<file path="config.mk">
export PLATFORM = sky130hd
export DESIGN_NAME = spc_ram
export DESIGN_NICKNAME = d
export VERILOG_FILES = /design/src/rtl/sweep_prune_contact_tracker_defines.svh /design/src/rtl/spc_ram.sv
export SDC_FILE = /design/constraint.sdc
export NUM_CORES = 1
export LEC_CHECK = 0
export ABC_AREA = 1
export BUFFER_PORTS_ARGS = -buffer_cell sky130_fd_sc_hd__buf_4
export CAP_MARGIN = 20
export CORE_ASPECT_RATIO = 1.1
export CORE_UTILIZATION = 60
export CTS_CLUSTER_SIZE = 30
export DETAILED_ROUTE_END_ITERATION = 8
export GPL_TIMING_DRIVEN = 0
export PLACE_DENSITY_LB_ADDON = 0.05
export SLEW_MARGIN = 15
export SYNTH_ARGS = -nofsm -noshare
export SYNTH_HDL_FRONTEND = slang
export SYNTH_SLANG_ARGS = --single-unit
</file>
<file path="constraint.sdc">
create_clock -name clk -period 3 [get_ports clk]
set_clock_uncertainty 0.1 [all_clocks]
set_input_delay 0.75 -clock clk [delete_from_list [all_inputs] [get_ports clk]]
set_output_delay 0.75 -clock clk [all_outputs]
set_load 0.01 [all_outputs]
</file>
<file path="src/rtl/sweep_prune_contact_tracker_defines.svh">
// Assertion macros shared by the contact tracker RTL.
// Needs signals named clk and rst_n in the including scope.
`ifndef SWEEP_PRUNE_CONTACT_TRACKER_DEFINES_SVH
`define SWEEP_PRUNE_CONTACT_TRACKER_DEFINES_SVH
`ifndef SYNTHESIS
`define SPC_ASSERT_IMP(name, ante, cons) \
    name: assert property (@(posedge clk) disable iff (!rst_n) (ante) |-> (cons)) \
        else $error("spc check failed");
`define SPC_ASSERT_NXT(name, ante, cons) \
    name: assert property (@(posedge clk) disable iff (!rst_n) (ante) |=> (cons)) \
        else $error("spc check failed");
`else
`define SPC_ASSERT_IMP(name, ante, cons)
`define SPC_ASSERT_NXT(name, ante, cons)
`endif
`endif

</file>
<file path="src/rtl/spc_ram.sv">
// Generic simple dual-port RAM, one write and one registered read port.
// No dependencies.
`timescale 1ns / 1ps
module spc_ram #(
    parameter int WIDTH = 8,
    parameter int DEPTH = 16
) (
    input  logic                                  clk,
    input  logic                                  we,
    input  logic [(DEPTH > 1 ? $clog2(DEPTH) : 1)-1:0] waddr,
    input  logic [WIDTH-1:0]                      wdata,
    input  logic [(DEPTH > 1 ? $clog2(DEPTH) : 1)-1:0] raddr,
    output logic [WIDTH-1:0]                      rdata
);
    logic [WIDTH-1:0] mem [DEPTH];
    logic [WIDTH-1:0] rdata_reg;

    always_ff @(posedge clk)
    begin
        if (we)
        begin
            mem[waddr] <= wdata;
        end
        rdata_reg <= mem[raddr];
    end

    assign rdata = rdata_reg;
endmodule
</file>
* Word level (Yosys, flattened, before mapping) *
Memory sizes are Yosys's and may differ from the RTL's. A register that Yosys moved wholly into a read port is not among the register bits.
Index checks and enable logic that the tools add are counted.
Widths: inputs -> output; s select.

word-level totals
  bits in registers = 0
  bits in writable memories = 128
  bits of input ports = 18
  memories kept = 1

memory list
  name  words  width  read ports  clocked after memory_dff  write ports  RTL line       RTL
  mem   16     8      1           1                         1            spc_ram.sv:15  logic [WIDTH-1:0] mem [DEPTH];

operators by class
  mux-type cells = 2

operator list
  cell    count
  $mux 1  2

* Logic depth before layout (Yosys ltp) *
Gate-level depths: netlist of the first run.

  word-level depth = 2
  mapped depth = 8
  gate-level depth less buffers = 7

* Worst setup path before layout of the first run *
OpenSTA, ideal clock, no wires.

  path type = input port to flip-flop
  from = input waddr[2] (netlist name)
  to = memory mem[10][0], enable pin
  setup time = 370 ps
  data arrival time = 1331 ps
  required time = 2530 ps
  path slack = 1199 ps
  stages = 2
  buffers on the path = 0
  cells stage by stage = nand3b_1 nor2_1

RTL lines
  what                RTL line       RTL
  start: declaration  spc_ram.sv:10  input logic [(DEPTH > 1 ? $clog2(DEPTH) : 1)-1:0] waddr,
  end: declaration    spc_ram.sv:15

Straight into the memory's write port.

* Worst setup path after layout of the first run *
  from = register rdata_reg[2], in the netlist rdata[2], read port of mem
  to = output rdata[2]

RTL lines
  what                RTL line       RTL
  start: declaration  spc_ram.sv:16  logic [WIDTH-1:0] rdata_reg;
  end: declaration    spc_ram.sv:13  output logic [WIDTH-1:0] rdata

No word-level cell between the ends.

==> results.cfg, run 1 <==
[outcome]
status = finished, final reports clean

[critical_path]
cpPeakStageDelay_ns = 0.30
startpoint = rdata[2]
worst_r2r_endpoint = rdata[3]
crit_path_start_kind = register
critPathKind = register to output port
critPathMaxFanout = 1
crit_path_end = rdata[2]
crit_chain = buf_4
crit_arrival_ns = 0.97
cp.depth = 1
rr_startpoint = mem[13][3]
cp_slowest_cell = dfxtp_1
reg2reg_slack_ns = 1.86
path_buf_inv = 1
rr_worst_depth = 6
cp-end-kind = output port
cp.required_ns = 2.15
crit_family = flip-flops

[floorplanning]
num_rows = 37
initial_utilization_pct = 61.7
die_height_um = 105
die_x_um = 95.5
die_area_um2 = 10000
core_area_um2 = 9350
ios = 26

[synthesis]
syn-num-nets = 569
netlist_area_um2 = 5770
yosysUniqueCellTypes = 12
avgSynthCellArea_um2 = 10.5
synth_area_leaders = edfxtp_1, nand2_1, nand3_1, inv_1, dfxtp_1
ys_seq_elements = 136
synth_cells = 551
yosysSeqAreaShare_pct = 69.4
yosys_warnings = 0
synth_area_leader_cell = edfxtp_1
synth_top_area_share_pct = 66.7

[cts]
hold_buffers = 0
clk_pin_slew_ns = 0.06
clkSinkCount = 136
post_cts_resized = 0
cts_tree = yes
cts_buffer_depth = 2
insertion_delay_ns = 0.54
clock-root-buffer = clkbuf_8
cts_htree_levels = 4
cts_setup_buffers = 0
numCtsBuffers = 17

[drt]
drc = 0
via_count = 3933
drtAntennaViolNets = 0
drt-total-wl_mm = 13.2
wl_per_cell_um = 18.2
drtIter0Drc = 375
vias_per_cell = 5.45
drt-pass1-iter-count = 5

[timing]
fmax_mhz = 551
period_share_pct = 60.5
rsz0062_at_grt = false
tns_ns = 0
slew_viol_final = 0
setup_viol = 0
worst_slack_ns = 1.18
min_period_ns = 1.82
slew_headroom_pct = 43.8
tightest_slew_ns = 0.841
hold_viol_final = 0

[hold_path]
hp-class = input pin to register

[pwr]
p_per_area_nw_per_um2 = 646
peakVddDrop_mv = 0.526
leakage_nw = 2.88

[placement]
dp_hpwl_mm = 8.59
gp_routability_congestion = 0.938
io_buffers = 22
dp_slack_ns = 0.685
placed_area_um2 = 6080

[finish]
final_common_cell = nand2_1
final_cell_area_um2 = 6610
n_antenna_cell = 0
drive_gt1_share_pct = 12.2
syn_to_final_growth_pct = 14.5
fillers = 706
largest_reg_flops = 128
fin_nets = 610
final_cell_mix = nand2_1, edfxtp_1, inv_1

[grt]
grt_pass1_wl_mm = 19.9
grt_max_degree = 17
antenna_found_initial = 0
overflow = 0
grt_pass1_vias = 3693
track_usage_pct = 29.1

[job]
cap_violations = 0
[metrics by stage]
step / hold WS (ns) / util, % / instances / power (mW)
6_report: 0.455 / 70.6 / 722 / 4.26
5_1_grt: 0.455 / 70.6 / 722 / 4.38
4_1_cts: 0.443 / 70.6 / 722 / 4.28
3_5_place_dp: 0.543 / 65.0 / 690 / 2.46
3_3_place_gp: 0.539 / 65.0 / 690 / 2.45
2_1_floorplan: 0.507 / - / 551 / 2.33
[final cells by class]
type	count	area, µm²	share of cell area (%)
buffer	24	166	2.52
clock buffer	23	447	6.76
clock inverter	9	80.1	1.21
inverter	102	383	5.80
multi-input combinational	289	1210	18.4
sequential	136	4000	60.6
tap	117	146	2.22
timing repair buffer	22	165	2.50
[how the worst min path moves through the flow]
stage                           from  cells past startpoint  slack (ns)         end
after global placement    mem[12][2]                      6        0.54    rdata[2]
after detailed placement  mem[13][2]                      6        0.54    rdata[2]
final                       wdata[4]                      1        0.45  mem[15][4]
after floorplan           mem[10][0]                      6        0.51    rdata[0]
after global routing        wdata[4]                      1        0.45   mem[0][4]
after CTS                   wdata[4]                      1        0.44  mem[14][4]
[worst reg2reg max path: stages, from the launching register on]
cell and delay [ns]:
edfxtp_1 0.38, inv_1 0.06, nand2_1 0.06, nand3_1 0.11
nand3_1 0.08, nand3_1 0.14, nand2_1 0.09
[synthesized netlist by cell type (all sizes together)]
cell / count
nand2: 173
edfxtp: 128
inv: 102
nand3: 97
buf: 24
nor2: 17
dfxtp: 8
nand3b: 2
[per-layer routing]
metal  global-route usage (%)  part of all wire, %  wire, µm  vias up
met5                        0                    0         0        -
met4                     14.8                  3.9       515        0
met3                     7.57                  9.2      1210       34
met2                     43.1                   46      6010      226
met1                     39.8                   41      5420     1810
li1                         -                    -         -     1863
[cell families (layout without fill, tap and decap cells)]
| kind of cell | after synthesis | count (layout) | share of synthesized area (%) |
|---|---|---|---|
| simple gates | 289 | 289 | 21.0 |
| flops | 136 | 136 | 69.4 |
| buf+inv | 126 | 180 | 9.52 |
[where the power goes]
part	internal, mW	leakage, nW	total [mW]	switching, mW
logic	0.0935	1.41	0.291	0.198
clock network	1.11	0.248	1.84	0.725
registers	2.12	1.22	2.14	0.0111
(Power assumes the default switching activity.)
==> run 2: changes to the inputs <==
Settings changed: ABC_AREA 1 to 0.
Clock period 3 ns to 1.75 ns, I/O delays scaled along.
==> run 2 against run 1 <==
  * Clock-buffer cell count is 6 lower
  * Power is 80% higher
  * Via count is 40% lower
  * Design area is 7.7% lower
  * Combinational power is 28% higher
  * Die area is 11% lower
  * Cell count is 45% lower
  * Sequential power is 71% higher
  * Sequential cell count stayed put
  * Critical path depth is 2 higher
  * Synthesized area is 11% lower
  * Setup slack worse by 1.1 ns
==> results.cfg, run 2 <==
[critical_path]
cpPeakStageDelay_ns = 0.63
critPathMaxFanout = 8
cp_slowest_cell = nor2_1
crit_family = simple AND/OR/NAND/NOR gates
crit_path_start_kind = input pin
cp.required_ns = 1.79
startpoint = waddr[2]
crit_path_end = mem[1][6]
cp.depth = 3
crit_chain = buf_4 > or3b_2 > nor2_1
rr_startpoint = mem[1][1]
cp-end-kind = register
reg2reg_slack_ns = 0.14
worst_r2r_endpoint = rdata[1]
crit_arrival_ns = 1.71
path_buf_inv = 1
rr_worst_depth = 3
critPathKind = input pin to register

[synthesis]
ys_seq_elements = 136
netlist_area_um2 = 5150
synth_flop_cell = edfxtp_1
synth-simple-area-share_pct = 3.18
synth_top_family_by_area = multiplexers
synth_top_area_share_pct = 74.7
synth-xor-area-share_pct = 0
synth_edf_count = 128
synth_cells = 229
ys_async_sr_fraction_pct = 0
yosys_warnings = 0
synth_area_leaders = edfxtp_1, mux4_2, mux4_1, dfxtp_1, a22oi_1
avgSynthCellArea_um2 = 22.5
yosys-top-cells-count = edfxtp_1, mux4_2, a22oi_1
yosysMostFrequentCell = edfxtp_1
synthMuxAreaShare_pct = 15.0
synth_compound_area_share_pct = 2.33
yosys.area_share.adder_pct = 0
synth_area_leader_cell = edfxtp_1
syn-num-nets = 247
yosysSeqAreaShare_pct = 77.8
yosysUniqueCellTypes = 19

[cts]
hold_buffers = 0
clock-root-buffer = clkbuf_8
clkSinkCount = 136
cts_setup_buffers = 0
numCtsBuffers = 17
cts_tree = yes
cts_htree_levels = 4
clk_pin_slew_ns = 0.06
insertion_delay_ns = 0.52
post_cts_resized = 0
cts_buffer_depth = 2

[finish]
syn_to_final_growth_pct = 18.5
final_common_cell = edfxtp_1
final_cell_mix = edfxtp_1, buf_4, mux4_2
final_cell_area_um2 = 6100
fin_util_pct = 72.9
largest_reg_flops = 128
n_antenna_cell = 0
fin_nets = 291
fillers = 478
drive_gt1_share_pct = 30.4

[timing]
period_share_pct = 95.1
hold_viol_final = 0
slew_viol_final = 0
tightest_slew_ns = 0.835
fmax_mhz = 601
rsz0062_at_grt = false
whs_ns = 0.133
slew_headroom_pct = 44.1
setup_viol = 0
tns_ns = 0
min_period_ns = 1.66

[grt]
grt_max_degree = 17
use_met1_pct = 30.9
overflow = 0
grt_pass1_wl_mm = 14.0
antenna_found_initial = 0
gr-usage-met3_pct = 6.12
grt_pass1_vias = 2399
track_usage_pct = 23.0
busiest_layer = met2
met2_usage_pct = 37.2

[placement]
dp_hpwl_mm = 6.00
gp_routability_congestion = 0.823
io_buffers = 24
placed_area_um2 = 5490

[floorplanning]
ios = 26
core_area_um2 = 8360
num_rows = 35
die_area_um2 = 8950
die_x_um = 90.3
initial_utilization_pct = 61.5
die_height_um = 99.1

[pwr]
leakage_nw = 2.05
peakVddDrop_mv = 0.843
p_per_area_nw_per_um2 = 1260

[outcome]
status = finished, final reports clean

[drt]
drt-total-wl_mm = 9.36
drc = 0
wl_per_cell_um = 23.6
drtIter0Drc = 210
vias_per_cell = 5.98
drt-pass1-iter-count = 5
drtAntennaViolNets = 0
via_count = 2376

[job]
cap_violations = 0

[hold_path]
hp-class = input pin to register
==> run 2: changes by cell type after synthesis, sizes merged, moves of 3 or more <==
cell and change:
nand2 -164, a22oi +16, nor2 -4, inv -102, clkdlybuf4s25 +3, mux4 +32
nor3 +4, buf -17, nand3 -96
==> run 2: stage by stage <==
stage,power [mW],std cells,setup WS [ns]
floorplan,3.92,229,-0.0536
detailed placement,4.10,365,-0.453
global placement,4.09,364,-0.567
finish,7.66,397,0.0864
CTS,7.69,397,0.0875
global route,7.84,397,0.0217
==> run 2: area by class of cell <==
class / count / area [µm²] / share of cell area, %
Tap cell: 111 / 139 / 2.28
Clock inverter: 15 / 198 / 3.24
Timing Repair Buffer: 25 / 185 / 3.04
Clock buffer: 17 / 414 / 6.79
Multi-Input combinational cell: 83 / 1070 / 17.6
Sequential cell: 136 / 4000 / 65.7
Buffer: 10 / 86.3 / 1.42
==> run 2: where the power goes <==
part	total (mW)	switching, mW	internal, mW
Combinational	0.372	0.205	0.167
Sequential	3.66	0.0190	3.64
Clock	3.63	1.32	2.32
Total	7.66	1.54	6.12
==> run 2: worst min-delay path by stage <==
stage               start        end  slack, ns  depth (start not counted)
6_report         wdata[6]  mem[6][6]       0.13                          1
5_1_grt          wdata[6]  mem[6][6]       0.14                          1
4_1_cts          wdata[6]  mem[6][6]       0.13                          1
3_5_place_dp   mem[14][3]   rdata[3]       0.56                          3
3_3_place_gp   mem[12][3]   rdata[3]       0.55                          3
2_1_floorplan    wdata[0]  mem[0][0]       0.44                          0
==> run 2: cells by family (layout without fill, tap and decap cells) <==
group,after synthesis,count (layout)
compound gates,16,16
buf+inv,10,67
mux,32,32
simple gates,35,35
flops,136,136
==> run 2: per-layer routing <==
metal,vias up,wire length [µm]
li1,1067,-
met1,1197,3860
met2,98,4800
met3,14,611
met4,0,85
met5,-,0
==> run 2: worst reg2reg max path: cells and delay by family, from the launching register on <==
kind | cells | cell delay (ns)
mux | 1 | 0.55
compound gates | 1 | 0.38
flops | 1 | 0.36
simple gates | 1 | 0.10
